### config.mk
export PLATFORM = sky130hd
export DESIGN_NAME = sliding_window_average_top
export DESIGN_NICKNAME = d
export VERILOG_FILES = /design/src/swa_pkg.sv /design/src/swa_ctrl.sv /design/src/swa_datapath.sv /design/src/sliding_window_average_top.sv
export VERILOG_INCLUDE_DIRS = /design/src /design/src/src
export SDC_FILE = /design/constraint.sdc
export NUM_CORES = 1
export LEC_CHECK = 0
export ABC_AREA = 1
export BUFFER_PORTS_ARGS = -buffer_cell sky130_fd_sc_hd__buf_4
export CORE_ASPECT_RATIO = 1.1
export CORE_MARGIN = 8
export CORE_UTILIZATION = 45
export DETAILED_ROUTE_END_ITERATION = 8
export GPL_TIMING_DRIVEN = 0
export PLACE_DENSITY = 0.66
export RECOVER_POWER = 25
export SLEW_MARGIN = 0
export SYNTH_ARGS = -nofsm -noshare
export SYNTH_HDL_FRONTEND = slang
export SYNTH_HIERARCHICAL = 1
export SYNTH_SLANG_ARGS = --single-unit
### constraint.sdc
create_clock -name clk_i -period 4.7 [get_ports clk_i]
set_input_delay 0.94 -clock clk_i [delete_from_list [all_inputs] [get_ports clk_i]]
set_output_delay 0.94 -clock clk_i [all_outputs]
set_load 0.01 [all_outputs]
### src/sliding_window_average_top_macros.svh
// assertion macros used by the sliding window average datapath
`ifndef SLIDING_WINDOW_AVERAGE_TOP_MACROS_SVH
`define SLIDING_WINDOW_AVERAGE_TOP_MACROS_SVH

// checked property, disabled while reset is asserted
`define SWA_ASSERT(name, prop, msg) \
  name: assert property (@(posedge clk_i) disable iff (!rst_ni) (prop)) else $error(msg);

// checked property, also evaluated during reset
`define SWA_ASSERT_ALWAYS(name, prop, msg) \
  name: assert property (@(posedge clk_i) (prop)) else $error(msg);

`endif

### src/swa_pkg.sv
// shared types and constants of the sliding window average
package swa_pkg;

  localparam int unsigned WIN_W      = 7;
  localparam int unsigned WIN_RESET  = 8;
  localparam int unsigned MEAN_W     = 24;
  localparam int unsigned HELD_W     = 7;
  localparam int unsigned OUT_DATA_W = 32;
  localparam int unsigned MEAN_MAX   = 8388607;

  localparam logic ACT_ADD   = 1'b0;
  localparam logic ACT_CLEAR = 1'b1;

  typedef enum logic [2:0] {
    ST_IDLE,
    ST_UPDATE,
    ST_LOAD,
    ST_DIVIDE,
    ST_OUTPUT
  } swa_state_e;

  typedef struct packed {
    logic accept;
    logic update;
    logic div_load;
    logic div_step;
    logic out_load;
  } swa_cmd_t;

  typedef struct packed {
    logic fill_zero;
    logic div_last;
    logic out_free;
  } swa_status_t;

endpackage

### src/swa_ctrl.sv
// controller state machine of the sliding window average
module swa_ctrl (
  input  logic                 clk_i,
  input  logic                 rst_ni,
  input  logic                 in_valid_i,
  output logic                 in_ready_o,
  input  swa_pkg::swa_status_t status_i,
  output swa_pkg::swa_cmd_t    cmd_o
);

  swa_pkg::swa_state_e state_q, state_d;

  always_ff @(posedge clk_i or negedge rst_ni) begin
    if (!rst_ni) begin
      state_q <= swa_pkg::ST_IDLE;
    end else begin
      state_q <= state_d;
    end
  end

  always_comb begin
    state_d = state_q;
    case (state_q)
      swa_pkg::ST_IDLE: begin
        if (in_valid_i) begin
          state_d = swa_pkg::ST_UPDATE;
        end
      end
      swa_pkg::ST_UPDATE: begin
        state_d = swa_pkg::ST_LOAD;
      end
      swa_pkg::ST_LOAD: begin
        if (status_i.fill_zero) begin
          state_d = swa_pkg::ST_OUTPUT;
        end else begin
          state_d = swa_pkg::ST_DIVIDE;
        end
      end
      swa_pkg::ST_DIVIDE: begin
        if (status_i.div_last) begin
          state_d = swa_pkg::ST_OUTPUT;
        end
      end
      swa_pkg::ST_OUTPUT: begin
        if (status_i.out_free) begin
          state_d = swa_pkg::ST_IDLE;
        end
      end
      default: begin
        state_d = swa_pkg::ST_IDLE;
      end
    endcase
  end

  always_comb begin
    cmd_o      = '0;
    in_ready_o = 1'b0;
    case (state_q)
      swa_pkg::ST_IDLE: begin
        in_ready_o   = 1'b1;
        cmd_o.accept = in_valid_i;
      end
      swa_pkg::ST_UPDATE: begin
        cmd_o.update = 1'b1;
      end
      swa_pkg::ST_LOAD: begin
        cmd_o.div_load = 1'b1;
      end
      swa_pkg::ST_DIVIDE: begin
        cmd_o.div_step = 1'b1;
      end
      swa_pkg::ST_OUTPUT: begin
        cmd_o.out_load = status_i.out_free;
      end
      default: begin
        cmd_o = '0;
      end
    endcase
  end

endmodule

### src/swa_datapath.sv
// sample ring, running sum, serial divider and output register
`include "sliding_window_average_top_macros.svh"

module swa_datapath #(
  parameter int unsigned MAX_WINDOW  = 64,
  parameter int unsigned SAMPLE_BITS = 16,
  parameter int unsigned IN_DATA_W   = 16
) (
  input  logic                            clk_i,
  input  logic                            rst_ni,
  input  logic                            cfg_we_i,
  input  logic [swa_pkg::WIN_W-1:0]       cfg_wdata_i,
  input  logic [IN_DATA_W-1:0]            in_data_i,
  input  logic                            in_action_i,
  input  swa_pkg::swa_cmd_t               cmd_i,
  output swa_pkg::swa_status_t            status_o,
  input  logic                            out_ready_i,
  output logic                            out_valid_o,
  output logic [swa_pkg::MEAN_W-1:0]      out_mean_o,
  output logic                            out_mean_valid_o,
  output logic [swa_pkg::HELD_W-1:0]      out_held_o
);

  localparam int unsigned FILL_W = $clog2(MAX_WINDOW + 1);
  localparam int unsigned PTR_W  = $clog2(MAX_WINDOW);
  localparam int unsigned SUM_W  = SAMPLE_BITS + FILL_W;
  localparam int unsigned NUM_W  = SUM_W + 8;
  localparam int unsigned CNT_W  = $clog2(NUM_W);
  localparam int unsigned CMP_W  = (FILL_W > swa_pkg::WIN_W) ? FILL_W : swa_pkg::WIN_W;
  localparam int unsigned QX_W   = (NUM_W > swa_pkg::MEAN_W) ? NUM_W : swa_pkg::MEAN_W + 1;

  logic [swa_pkg::WIN_W-1:0] win_q;
  logic                      act_q;
  logic [SAMPLE_BITS-1:0]    smp_q;
  logic [SAMPLE_BITS-1:0]    ring [MAX_WINDOW];
  logic [SAMPLE_BITS-1:0]    rd_q;
  logic [PTR_W-1:0]          wp_q, wp_d;
  logic [FILL_W-1:0]         fill_q, fill_d;
  logic signed [SUM_W-1:0]   sum_q, sum_d;
  logic [FILL_W:0]           old_raw, old_wrap;
  logic [PTR_W-1:0]          old_addr;
  logic [CMP_W-1:0]          win_x, win_eff, fill_x;
  logic                      full;
  logic signed [SUM_W-1:0]   smp_x, old_x;

  logic [NUM_W-1:0]          quo_q, quo_d;
  logic [FILL_W-1:0]         rem_q, rem_d;
  logic [FILL_W-1:0]         dvs_q;
  logic [FILL_W:0]           trial;
  logic                      neg_q;
  logic [CNT_W-1:0]          cnt_q;
  logic [SUM_W-1:0]          sum_mag;

  logic [QX_W-1:0]           quo_x;
  logic [swa_pkg::MEAN_W-1:0] mean_d;
  logic                      out_valid_q;
  logic [swa_pkg::MEAN_W-1:0] out_mean_q;
  logic                      out_mvalid_q;
  logic [swa_pkg::HELD_W-1:0] out_held_q;

  always_ff @(posedge clk_i or negedge rst_ni) begin
    if (!rst_ni) begin
      win_q <= swa_pkg::WIN_W'(swa_pkg::WIN_RESET);
    end else if (cfg_we_i) begin
      win_q <= cfg_wdata_i;
    end
  end

  always_ff @(posedge clk_i) begin
    if (cmd_i.accept) begin
      act_q <= in_action_i;
      smp_q <= in_data_i[SAMPLE_BITS-1:0];
    end
  end

  // effective window and oldest entry
  always_comb begin
    win_x = CMP_W'(win_q);
    if (win_x == '0) begin
      win_eff = CMP_W'(1);
    end else if (win_x > CMP_W'(MAX_WINDOW)) begin
      win_eff = CMP_W'(MAX_WINDOW);
    end else begin
      win_eff = win_x;
    end
    fill_x  = CMP_W'(fill_q);
    full    = (fill_x >= win_eff);
    old_raw = (FILL_W + 1)'(wp_q) + (FILL_W + 1)'(MAX_WINDOW) - (FILL_W + 1)'(fill_q);
    if (old_raw >= (FILL_W + 1)'(MAX_WINDOW)) begin
      old_wrap = old_raw - (FILL_W + 1)'(MAX_WINDOW);
    end else begin
      old_wrap = old_raw;
    end
    old_addr = old_wrap[PTR_W-1:0];
  end

  always_ff @(posedge clk_i) begin
    rd_q <= ring[old_addr];
    if (cmd_i.update && (act_q == swa_pkg::ACT_ADD)) begin
      ring[wp_q] <= smp_q;
    end
  end

  always_comb begin
    smp_x  = SUM_W'($signed(smp_q));
    old_x  = full ? SUM_W'($signed(rd_q)) : '0;
    wp_d   = wp_q;
    fill_d = fill_q;
    sum_d  = sum_q;
    if (cmd_i.update) begin
      if (act_q == swa_pkg::ACT_CLEAR) begin
        wp_d   = '0;
        fill_d = '0;
        sum_d  = '0;
      end else begin
        sum_d  = sum_q - old_x + smp_x;
        fill_d = full ? fill_q : fill_q + FILL_W'(1);
        wp_d   = (wp_q == PTR_W'(MAX_WINDOW - 1)) ? '0 : wp_q + PTR_W'(1);
      end
    end
  end

  always_ff @(posedge clk_i or negedge rst_ni) begin
    if (!rst_ni) begin
      wp_q   <= '0;
      fill_q <= '0;
      sum_q  <= '0;
    end else begin
      wp_q   <= wp_d;
      fill_q <= fill_d;
      sum_q  <= sum_d;
    end
  end

  // restoring divider, one quotient bit per cycle
  assign sum_mag = sum_q[SUM_W-1] ? SUM_W'(-sum_q) : SUM_W'(sum_q);
  assign trial   = {rem_q, quo_q[NUM_W-1]};

  always_comb begin
    quo_d = quo_q;
    rem_d = rem_q;
    if (cmd_i.div_load) begin
      quo_d = {sum_mag, 8'b0};
      rem_d = '0;
    end else if (cmd_i.div_step) begin
      if (trial >= {1'b0, dvs_q}) begin
        rem_d = FILL_W'(trial - {1'b0, dvs_q});
        quo_d = {quo_q[NUM_W-2:0], 1'b1};
      end else begin
        rem_d = trial[FILL_W-1:0];
        quo_d = {quo_q[NUM_W-2:0], 1'b0};
      end
    end
  end

  always_ff @(posedge clk_i) begin
    quo_q <= quo_d;
    rem_q <= rem_d;
    if (cmd_i.div_load) begin
      dvs_q <= fill_q;
      neg_q <= sum_q[SUM_W-1];
    end
  end

  always_ff @(posedge clk_i or negedge rst_ni) begin
    if (!rst_ni) begin
      cnt_q <= '0;
    end else if (cmd_i.div_load) begin
      cnt_q <= CNT_W'(NUM_W - 1);
    end else if (cmd_i.div_step && (cnt_q != '0)) begin
      cnt_q <= cnt_q - CNT_W'(1);
    end
  end

  // sign and saturation of the quotient
  always_comb begin
    quo_x = QX_W'(quo_q);
    if (fill_q == '0) begin
      mean_d = '0;
    end else if (neg_q) begin
      if (quo_x > QX_W'(swa_pkg::MEAN_MAX) + QX_W'(1)) begin
        mean_d = {1'b1, {(swa_pkg::MEAN_W - 1){1'b0}}};
      end else begin
        mean_d = swa_pkg::MEAN_W'(-quo_x);
      end
    end else begin
      if (quo_x > QX_W'(swa_pkg::MEAN_MAX)) begin
        mean_d = swa_pkg::MEAN_W'(swa_pkg::MEAN_MAX);
      end else begin
        mean_d = swa_pkg::MEAN_W'(quo_x);
      end
    end
  end

  always_ff @(posedge clk_i or negedge rst_ni) begin
    if (!rst_ni) begin
      out_valid_q <= 1'b0;
    end else if (cmd_i.out_load) begin
      out_valid_q <= 1'b1;
    end else if (out_ready_i) begin
      out_valid_q <= 1'b0;
    end
  end

  always_ff @(posedge clk_i) begin
    if (cmd_i.out_load) begin
      out_mean_q   <= mean_d;
      out_mvalid_q <= (fill_q != '0);
      out_held_q   <= swa_pkg::HELD_W'(fill_q);
    end
  end

  assign status_o.fill_zero = (fill_q == '0);
  assign status_o.div_last  = (cnt_q == '0);
  assign status_o.out_free  = !out_valid_q || out_ready_i;

  assign out_valid_o      = out_valid_q;
  assign out_mean_o       = out_mean_q;
  assign out_mean_valid_o = out_mvalid_q;
  assign out_held_o       = out_held_q;

  `SWA_ASSERT(a_fill_bound, fill_q <= FILL_W'(MAX_WINDOW), "fill count above ring depth")
  `SWA_ASSERT(a_wp_bound, wp_q <= PTR_W'(MAX_WINDOW - 1), "write pointer out of ring")
  `SWA_ASSERT(a_clear_empties, cmd_i.update && (act_q == swa_pkg::ACT_CLEAR) |=> fill_q == '0, "clear did not empty the window")
  `SWA_ASSERT(a_empty_result, out_valid_q && !out_mvalid_q |-> (out_mean_q == '0) && (out_held_q == '0), "empty result carries data")

endmodule

### src/sliding_window_average_top.sv
// a request passes through the states update, load, divide and output; divide is skipped when no sample is held
// NUM_W = SAMPLE_BITS + clog2(MAX_WINDOW + 1) + 8 quotient bits, one per divider cycle
// a new request is taken only in idle, once the previous result is in the output register
// one result may wait in the output register; a second one stalls until it is taken
// reset: asynchronous active low, empties the window and sets window_size to 8
// the sample ring itself is not cleared; only entries written since the last clear are read
module sliding_window_average_top #(
  parameter int unsigned MAX_WINDOW  = 64,
  parameter int unsigned SAMPLE_BITS = 16
) (
  input  logic                                   clk_i,
  input  logic                                   rst_ni,
  input  logic                                   cfg_we_i,
  input  logic [swa_pkg::WIN_W-1:0]              cfg_wdata_i,
  input  logic                                   s_axis_tvalid,
  output logic                                   s_axis_tready,
  // sample in the low bits, zero padded to whole bytes
  input  logic [((SAMPLE_BITS + 7) / 8) * 8-1:0] s_axis_tdata,
  // action
  input  logic                                   s_axis_tuser,
  output logic                                   m_axis_tvalid,
  input  logic                                   m_axis_tready,
  // mean_value [23:0], held_count [30:24], zero at bit 31
  output logic [swa_pkg::OUT_DATA_W-1:0]         m_axis_tdata,
  // mean_valid
  output logic                                   m_axis_tuser
);

  localparam int unsigned IN_DATA_W = ((SAMPLE_BITS + 7) / 8) * 8;

  swa_pkg::swa_cmd_t          cmd;
  swa_pkg::swa_status_t       status;
  logic [swa_pkg::MEAN_W-1:0] mean;
  logic [swa_pkg::HELD_W-1:0] held;

  swa_ctrl u_ctrl (
    .clk_i      (clk_i),
    .rst_ni     (rst_ni),
    .in_valid_i (s_axis_tvalid),
    .in_ready_o (s_axis_tready),
    .status_i   (status),
    .cmd_o      (cmd)
  );

  swa_datapath #(
    .MAX_WINDOW  (MAX_WINDOW),
    .SAMPLE_BITS (SAMPLE_BITS),
    .IN_DATA_W   (IN_DATA_W)
  ) u_datapath (
    .clk_i            (clk_i),
    .rst_ni           (rst_ni),
    .cfg_we_i         (cfg_we_i),
    .cfg_wdata_i      (cfg_wdata_i),
    .in_data_i        (s_axis_tdata),
    .in_action_i      (s_axis_tuser),
    .cmd_i            (cmd),
    .status_o         (status),
    .out_ready_i      (m_axis_tready),
    .out_valid_o      (m_axis_tvalid),
    .out_mean_o       (mean),
    .out_mean_valid_o (m_axis_tuser),
    .out_held_o       (held)
  );

  assign m_axis_tdata = {
    {(swa_pkg::OUT_DATA_W - swa_pkg::MEAN_W - swa_pkg::HELD_W){1'b0}}, held, mean
  };

endmodule
# Yosys cells after proc, flatten, opt, wreduce, memory -nomap -nowiden
# Memory sizes are Yosys's and may differ from the RTL's. A register that Yosys moved wholly into a read port is not among the register bits.
# Index checks and enable logic that the tools add are counted.
# Widths: inputs -> output; s select.
# classes
n_mux	34
eq_ne	9
bitwise	1
add_sub_neg	11
n_lt_le_gt_ge	6
n_reduce_logical	15
# ops
operator	count
$mux 24	3
$mux 23	3
$mux 31	2
$mux 7	5
$gt 31x23->1 const B	1
$gt 31x24->1 const B	1
$neg 24->24	1
$add 23x16->23	1
$neg 23->23	1
$sub 23x23->23	1
$mux 6	3
$pmux 3 s5	1
$logic_not 7->1	2
$mux 3	4
$mux 1	11
$mux 5	2
$add 6x7->8 const B	1
$ge 8x7->1	1
$ge 8x7->1 const B	1
$sub 8x7->8	1
$add 7x1->7 const B	1
$ge 7x7->1	1
$gt 7x7->1 const B	1
$reduce_bool 7->1	1
other kinds (20)	26
# word_totals
memories	1
ram_bits	1024
regBits	147
word_cells	94
inputBits	29
output_inout_bits	35
# memory_table
name	depth	word_bits	rd	rd_clocked_by_memory_dff	write_ports	line	text
u_datapath.ring	64	16	1	1	1	swa_datapath.sv:35	logic [SAMPLE_BITS-1:0] ring [MAX_WINDOW];

# Longest topological paths before layout
# Gate-level depths: netlist of the first run.
# logic_depth
depth_word	8
ltp_mapped	27
ltp_nobuf	26

# By module
# Netlist of the first run, hierarchy kept.
# by_module_without_submodules
module	n_inst	cells_per_inst	area_per_inst_um2	seq_area_each_um2
swa_datapath	1	5618	54551.1	34999.8
swa_ctrl	1	33	225.2	75.1
sliding_window_average_top	1	2	11.3	0.0

# Worst setup path before layout of the first run
# No wires, ideal clock.
# synth_path
path_kind	input to register
start	in m_axis_tready
end	reg u_datapath.out_held_q, in the netlist u_datapath/out_held_o[0] (enable)
arrival_time_ps	4195
n_path_buf	0
path_stages	4
slack_ps	0
required_ps	4195
setup_ps	505
path_cell_list	inv_1 -> nand2_1 -> inv_1 -> nor4_1
# synth_lines
element	line	text
start: declaration	sliding_window_average_top.sv:22	input logic m_axis_tready,
end signal: assignment	swa_datapath.sv:209	out_held_q <= swa_pkg::HELD_W'(fill_q);
end: declaration	swa_datapath.sv:59	logic [swa_pkg::HELD_W-1:0] out_held_q;

==> results of run 1 <==
==> final cells by class <==
class                           instances  area (sq um)
Inverter                              830          3120
Multi-Input combinational cell       3387         15500
Clock buffer                          141          3000
Timing Repair Buffer                  146          1700
Antenna cell                            3          7.51
Buffer                                249          1240
Clock inverter                         77           667
Sequential cell                      1187         35100
Tap cell                             1632          2040
Fill cell                           10800         58700
==> worst min-delay path by stage <==
stage / end / slack [ns] / cells past startpoint
2_1_floorplan: u_datapath/rem_q[2] / 0.44 / 2
3_3_place_gp: u_datapath/rem_q[4] / 0.46 / 2
3_5_place_dp: u_datapath/rem_q[3] / 0.47 / 2
4_1_cts: u_datapath/cnt_q[4] / 0.23 / 1
5_1_grt: u_datapath/smp_q[8] / 0.37 / 1
6_report: u_datapath/smp_q[8] / 0.40 / 1
==> placed cells by master (no fill, tap or decap), types with 18 or more instances in the layout <==
cell and count:
clkinv_2 31, buf_4 87, buf_8 22, nor2_2 62, buf_16 26, o21ai_1 25
a21oi_1 62, nand2_1 1758, inv_1 816, buf_1 21, o22ai_1 20, ha_1 51
nand3_1 747, edfxtp_1 1104, clkbuf_16 116, o21ai_0 126, nor3_1 18, clkbuf_1 141
dfxtp_1 31, fa_1 24, clkinv_1 31, nand4_1 25, dfrtp_1 51, nor2_1 379
buf_2 96, xor2_1 19
==> state kept, by name (all words and copies together) (netlist names), 3 cells and up <==
signal	flops
u_ctrl/state_q	3
u_datapath/cnt_q	5
u_datapath/dvs_q	7
u_datapath/fill_q	7
u_datapath/out_held_o	7
u_datapath/out_mean_o	24
u_datapath/quo_q	31
u_datapath/rd_q	16
u_datapath/rem_q	7
u_datapath/ring	1024
u_datapath/smp_q	16
u_datapath/sum_q	23
u_datapath/win_q	7
u_datapath/wp_q	6
==> per-stage QoR <==
| stage | cell area (sq um) | TNS (ns) | hold slack (ns) | cells | utilization, % |
|---|---|---|---|---|---|
| after detailed placement | 59300 | -0.517 | 0.469 | 7428 | 48.9 |
| after CTS | 62900 | 0 | 0.229 | 7646 | 52.0 |
| after floorplan | 54800 | 0 | 0.445 | 5653 | - |
| final | 62400 | 0 | 0.405 | 7652 | 51.5 |
| after global routing | 62400 | 0 | 0.372 | 7649 | 51.5 |
| after global placement | 57300 | -13.93 | 0.461 | 7346 | 47.3 |
==> layer usage <==
layer | vias up | track usage (%) | routed length [microns]
li1 | 18900 | - | -
met1 | 18900 | 29.8 | 62800
met2 | 1631 | 40.0 | 77200
met3 | 340 | 3.54 | 12400
met4 | 0 | 11.1 | 8500
met5 | - | 0 | 0
==> critical path: stages (launching register included) <==
cell     delay, ns
dfrtp_1       0.46
inv_1         0.10
nand3_1       0.09
inv_1         0.06
buf_2         0.20
inv_1         0.20
nor2_1        0.32
buf_2         0.31
nand4_1       1.13
nor2_2        1.32
==> repair_timing <==
item | CTS | global route
gates resized for setup | 5 | 8
endpoints found under the setup margin | 80 | 22
cloned | 0 | 0
==> cells by family after synthesis <==
kind of cell,count (synthesis),synth area share (%)
buffers and inverters,1079,7.94
xor gates and xnor gates,25,0.400
and+or+nand+nor,3026,23.0
adders and majority gates,75,2.04
DFF,1187,64.0
other,1,0.00684
AOI/OAI and AO/OA,256,2.52
muxes,4,0.0822
==> results.txt, run 1 <==
Outcome - complete, but fails checks
Failing checks - max-capacitance violations, max-slew violations
Core footprint - 121,000 sq um
Routed vias - 39,800
First-pass GRT wire length - 237,000 microns
Number of post-CTS setup repair buffers - 0
Pre-CTS setup slack - -0.0330 ns
Library cells used by synthesis - 46
CTS sink count - 1,187
Clock root buffer - clkbuf_16
Synthesized area - 54,800 sq um
TritonCTS clock tree - built
CP arrival - 4.93 ns
Worst hold start - s_axis_tdata[8]
Synth async-reset ratio - 4.38%
Critical Path End - u_datapath/ring[5][3]
RSZ-0062 raised after global routing - false
Vias in the first global route - 38,100
Clock Latency Late Sink - 0.75 ns
CTS Buf Count - 116
Gate Count Post-Synth - 5,653
Antenna violations before repair - 3
Vias per cell - 5.20
# IOs - 64
Largest net degree at the start of global routing - 53
Final WS setup - 0.113 ns
Final slew viol count - 53
Die footprint - 133,000 sq um
Die X - 349 microns
Max-slew headroom - -96.5%
Synth Flop Type - edfxtp_1
Worst-Margin Slew - 2.95 ns
Worst-path clk slew - 0.06 ns
GPL Wtd Cong - 1.05
Hold Buf Count CTS - 0
Most frequent cell after synthesis - nand2_1
Final ANT Viol Nets - 0
CTS H-tree lvls - 3
Worst Hold Class - in -> reg
Starting Density - 45.3%
Critical path class - reg -> reg
DRC - 0
Reg2Reg Depth - 9
R2R setup slack - 0.11 ns
Yosys Warn Count - 6
Critical Path Fanout Max - 16
Chip height - 382 microns
Syn Area/Cell - 9.69 sq um
Final wirelength - 161,000 microns
Critical R2R Capture - u_datapath/ring[5][3]
Worst Setup End Kind - flip-flop
Post-synthesis sequential area ratio - 64.0%
Clock Skew - 0.0333 ns
Startpoint Class - flip-flop
Commonest cells post-synth - nand2_1, edfxtp_1, inv_1, nand3_1, nor2_1
Area share of the largest cell type after synthesis - 60.5%
Port Buffers - 61
Nets - 6,021
Final setup viols - 0
Final worst path period share - 97.6%
Max Fclk - 0.218 GHz
R2r startpoint - u_ctrl/state_q[1]
Layout cell share with drive strength beyond 1 - 8.96%
Dpl hpwl - 117,000 microns
CTS max path bufs - 3
Grt ovf - 0
Post-DR wirelength/cell - 21.0 microns
Req. time, crit path - 5.05 ns
Syn-to-layout area delta - 13.8%
DR iter-0 viols - 3,985
Gr usage total - 23.6%
Final hold violation count - 0
Leading area contributor after synthesis - edfxtp_1
Ranking of synthesized cells by area - edfxtp_1, nand2_1, nand3_1
MaxCap Viol Count - 3
Min Tclk post-route - 4.59 ns
Crit path from - u_ctrl/state_q[1]
Syn nets - 5,757
Seq cells post-synth - 1,187
Post-synth EDFFs - 1,104
Pre-Repair DR Iteration Count - 6
Row cnt - 134
Power of run 1 is left out: the tool's default activity adds up to more than one toggle a clock period on the data nets, which glitch-free logic cannot reach.
==> inputs of run 2 (changes only) <==
SYNTH_HIERARCHICAL = default   (was 1)
==> run 2 against run 1 <==
Compared with the run above: the run still ends with max-capacitance violations, max-slew violations left; sequential share of layout area rose by 3.4 points; non-clock buffer count fell by 22; setup slack improved by 0.12 ns; maximum frequency rose by 2.7%; largest cell class unchanged; synthesized area fell by 6.0%; design area fell by 5.7%; hold slack got worse by 0.013 ns; cell count fell by 15%; global-route usage rose by 0.12 points; clock skew rose by 0.0010 ns; critical path depth rose by 15; highest routed layer unchanged; synthesized cell count fell by 18%.
==> results.txt, run 2 <==
R2r startpoint - u_datapath.win_q[5]
Number of post-CTS setup repair buffers - 0 (unchanged)
Die X - 339 microns (-2.9%)
Gate Count Post-Synth - 4,608 (-18%)
Max reg flops - 1,024 (unchanged)
CTS H-tree lvls - 3 (unchanged)
Min Tclk post-route - 4.46 ns (-0.122 ns)
Post-synthesis sequential area ratio - 68.1% (+4.1 points)
Worst Hold Class - in -> reg
Dpl hpwl - 111,000 microns (-5.2%)
Grt ovf - 0 (unchanged)
Layout cell share with drive strength beyond 1 - 9.89% (+0.93 points)
Final worst path period share - 95.0% (-2.6 points)
TritonCTS clock tree - built
Max-slew headroom - -98.1% (-1.6 points)
Hold EP - u_datapath.smp_q[9]
R2R setup slack - 0.24 ns (+0.12 ns)
Post-synth EDFFs - 1,104 (unchanged)
CTS max path bufs - 3 (unchanged)
Chip height - 371 microns (-2.9%)
Leading area contributor after synthesis - edfxtp_1
Pre-Repair DR Iteration Count - 8 (+2)
Clock Latency Late Sink - 0.74 ns (about the same)
Worst-path clk slew - 0.06 ns (about the same)
Commonest cells post-synth - edfxtp_1, nor2_1, nand3_1, o21ai_0, nand2_1
Req. time, crit path - 5.28 ns (+0.23 ns)
Commonest non-fill, non-tap cells in the layout - edfxtp_1, nor2_1, nand3_1, o21ai_0, nand2_1
DRC - 0 (unchanged)
Pre-CTS setup slack - -0.118 ns (-0.0853 ns)
Nets - 4,957 (-18%)
Clock Skew - 0.0343 ns (+0.00100 ns)
RSZ-0062 raised after global routing - false
Final ANT Viol Nets - 0 (unchanged)
Final hold violation count - 0 (unchanged)
GPL Wtd Cong - 0.988 (-6.3%)
Port Buffers - 61 (unchanged)
Startpoint Class - flip-flop
Yosys Warn Count - 0 (-6)
Ranking of synthesized cells by area - edfxtp_1, nor2_1, nand3_1
Area share of the largest cell type after synthesis - 64.4% (+3.9 points)
Seq cells post-synth - 1,187 (unchanged)
Reg2Reg Depth - 24 (+15)
Syn Area/Cell - 11.2 sq um (+15%)
Crit path from - u_datapath.win_q[5]
Final setup viols - 0 (unchanged)
Critical path depth - 24 (+15)
DR iter-0 viols - 4,376 (+9.8%)
Failing checks - max-capacitance violations, max-slew violations
Hold path depth - 1 (unchanged)
Worst-Margin Slew - 2.97 ns (+0.0236 ns)
Worst Setup End Kind - flip-flop
Worst hold start - s_axis_tdata[9]
Library cells used by synthesis - 54 (+17%)
Crit path cell chain - nor4_1 > nand3_1 > nand2_1 > nand2_1 > ha_1 > nand2_1 > nand2_1 > a21oi_2 > nand3_4 > clkbuf_2 > nand2_1 > inv_1 > fa_1 > inv_1 > ha_1 > nand2_1 > nor2_1 > nand2_1 > nand3_1 > inv_1 > o21bai_2 > nand2_1 > nand2_1 > o22ai_1
Critical R2R Capture - u_datapath.sum_q[10]
Row cnt - 130 (-3.0%)
Most common cell after layout, fill and taps aside - edfxtp_1
Final wirelength - 154,000 microns (-4.3%)
Final slew viol count - 75 (+42%)
Final WS setup - 0.235 ns (+0.122 ns)
Die footprint - 126,000 sq um (-5.8%)
Synth async-reset ratio - 4.38% (unchanged)
Hold Buf Count CTS - 0 (unchanged)
Syn-to-layout area delta - 14.3%
Outcome - complete, but fails checks
Synthesized area - 51,500 sq um (-6.0%)
Clock root buffer - clkbuf_16
Critical path class - reg -> reg
Synth Flop Type - edfxtp_1
Core footprint - 114,000 sq um (-5.9%)
CP most frequent cell - nand2_1
Utilization after layout - 51.7% (+0.15 points)
Worst hold slack - 0.392 ns (-0.0126 ns)
Vias per cell - 5.64 (+8.4%)
Starting Density - 45.2% (about the same)
Largest stage delay on the critical path - 0.47 ns (-0.85 ns)
Critical Path Fanout Max - 10 (-6)
CTS Buf Count - 119 (+2.6%)
Syn nets - 4,711 (-18%)
First-pass GRT wire length - 224,000 microns (-5.5%)
Biggest register - u_datapath.ring
Gr usage total - 23.7% (+0.12 points)
Antenna violations before repair - 3 (unchanged)
Vias in the first global route - 34,800 (-8.7%)
MaxCap Viol Count - 2 (-1)
Max Fclk - 0.224 GHz (+2.7%)
CTS sink count - 1,187 (unchanged)
Largest net degree at the start of global routing - 53 (unchanged)
CP bufs+invs - 4 (-1)
Routed vias - 36,500 (-8.3%)
Top delay family on crit path - simple AND/OR/NAND/NOR gates
CP arrival - 5.04 ns (+0.11 ns)
# IOs - 64 (unchanged)
Max stage delay cell, worst path - fa_1
Post-DR wirelength/cell - 23.8 microns (+13%)
## run 2: changes by cell type after synthesis, moves of 23 or more
| cell | previous run | this run |
|---|---|---|
| nand2_1 | 1758 | 331 |
| o21ai_1 | 24 | 186 |
| nand3_1 | 747 | 493 |
| o211ai_1 | 4 | 99 |
| inv_1 | 816 | 223 |
| nor2_1 | 437 | 1104 |
| o21ai_0 | 127 | 412 |
| buf_2 | 96 | 73 |
## run 2: final cells by class
type,instances,area [sq um]
antenna,2,5.00
buffer,248,1300
clock buffer,147,3120
clock inverter,76,714
fill,9788,55000
inverter,234,881
multi-input combinational,2939,14400
sequential,1187,35100
tap,1518,1900
timing repair buffer,125,1440
## run 2: logic make-up (layout without fill, tap and decap cells)
| group | count (synthesis) | in the layout | share of synthesized area (%) |
|---|---|---|---|
| buffers and inverters | 482 | 830 | 4.24 |
| AO/OA/AOI/OAI | 822 | 822 | 8.65 |
| other | 1 | 3 | 0.00728 |
| AND/OR/NAND/NOR | 2012 | 2012 | 16.3 |
| adder cells (fa/ha/maj) | 74 | 74 | 2.15 |
| XOR/XNOR | 26 | 26 | 0.486 |
| flip-flops | 1187 | 1187 | 68.1 |
| multiplexers | 4 | 4 | 0.0875 |
## run 2: worst reg2reg max path, cell delays in order (launching register included)
cell      delay [ns]
dfrtp_1         0.45
nor4_1          0.30
nand3_1         0.12
nand2_1         0.12
nand2_1         0.07
ha_1            0.31
nand2_1         0.08
nand2_1         0.07
a21oi_2         0.18
nand3_4         0.19
clkbuf_2        0.23
nand2_1         0.09
inv_1           0.05
fa_1            0.47
inv_1           0.04
ha_1            0.35
nand2_1         0.13
nor2_1          0.23
nand2_1         0.08
nand3_1         0.21
inv_1           0.12
o21bai_2        0.18
nand2_1         0.07
nand2_1         0.06
o22ai_1         0.11
## run 2: timing repair
item	in CTS	in global routing
endpoints found under the setup margin	1	10
cloned	0	0
gates resized for setup	1	5
## run 2: metal layers
metal,part of all wire [%],track usage [%],up-vias
met5,0,0,-
met4,5.6,11.8,0
met3,8.2,3.82,366
met2,48,39.5,1698
met1,39,30.2,17700
li1,-,-,16800
## run 2: worst max path at each step
| stage | end | slack (ns) |
|---|---|---|
| after floorplan | u_datapath.sum_q[21] | 1.01 |
| after global placement | u_datapath.sum_q[22] | -0.89 |
| after detailed placement | u_datapath.sum_q[10] | -0.12 |
| after CTS | u_datapath.sum_q[10] | 0.02 |
| after global routing | u_datapath.sum_q[10] | 0.02 |
| final | u_datapath.sum_q[10] | 0.24 |
## run 2: per-stage QoR
stage                     TNS (ns)  cells  cell area, sq um
after floorplan                  0   4608             51500
after global placement       -7.49   6187             53900
after detailed placement    -0.118   6248             55400
after CTS                        0   6471             59300
after global routing             0   6474             58800
final                            0   6476             58800
Power of run 2 is left out for the same reason.
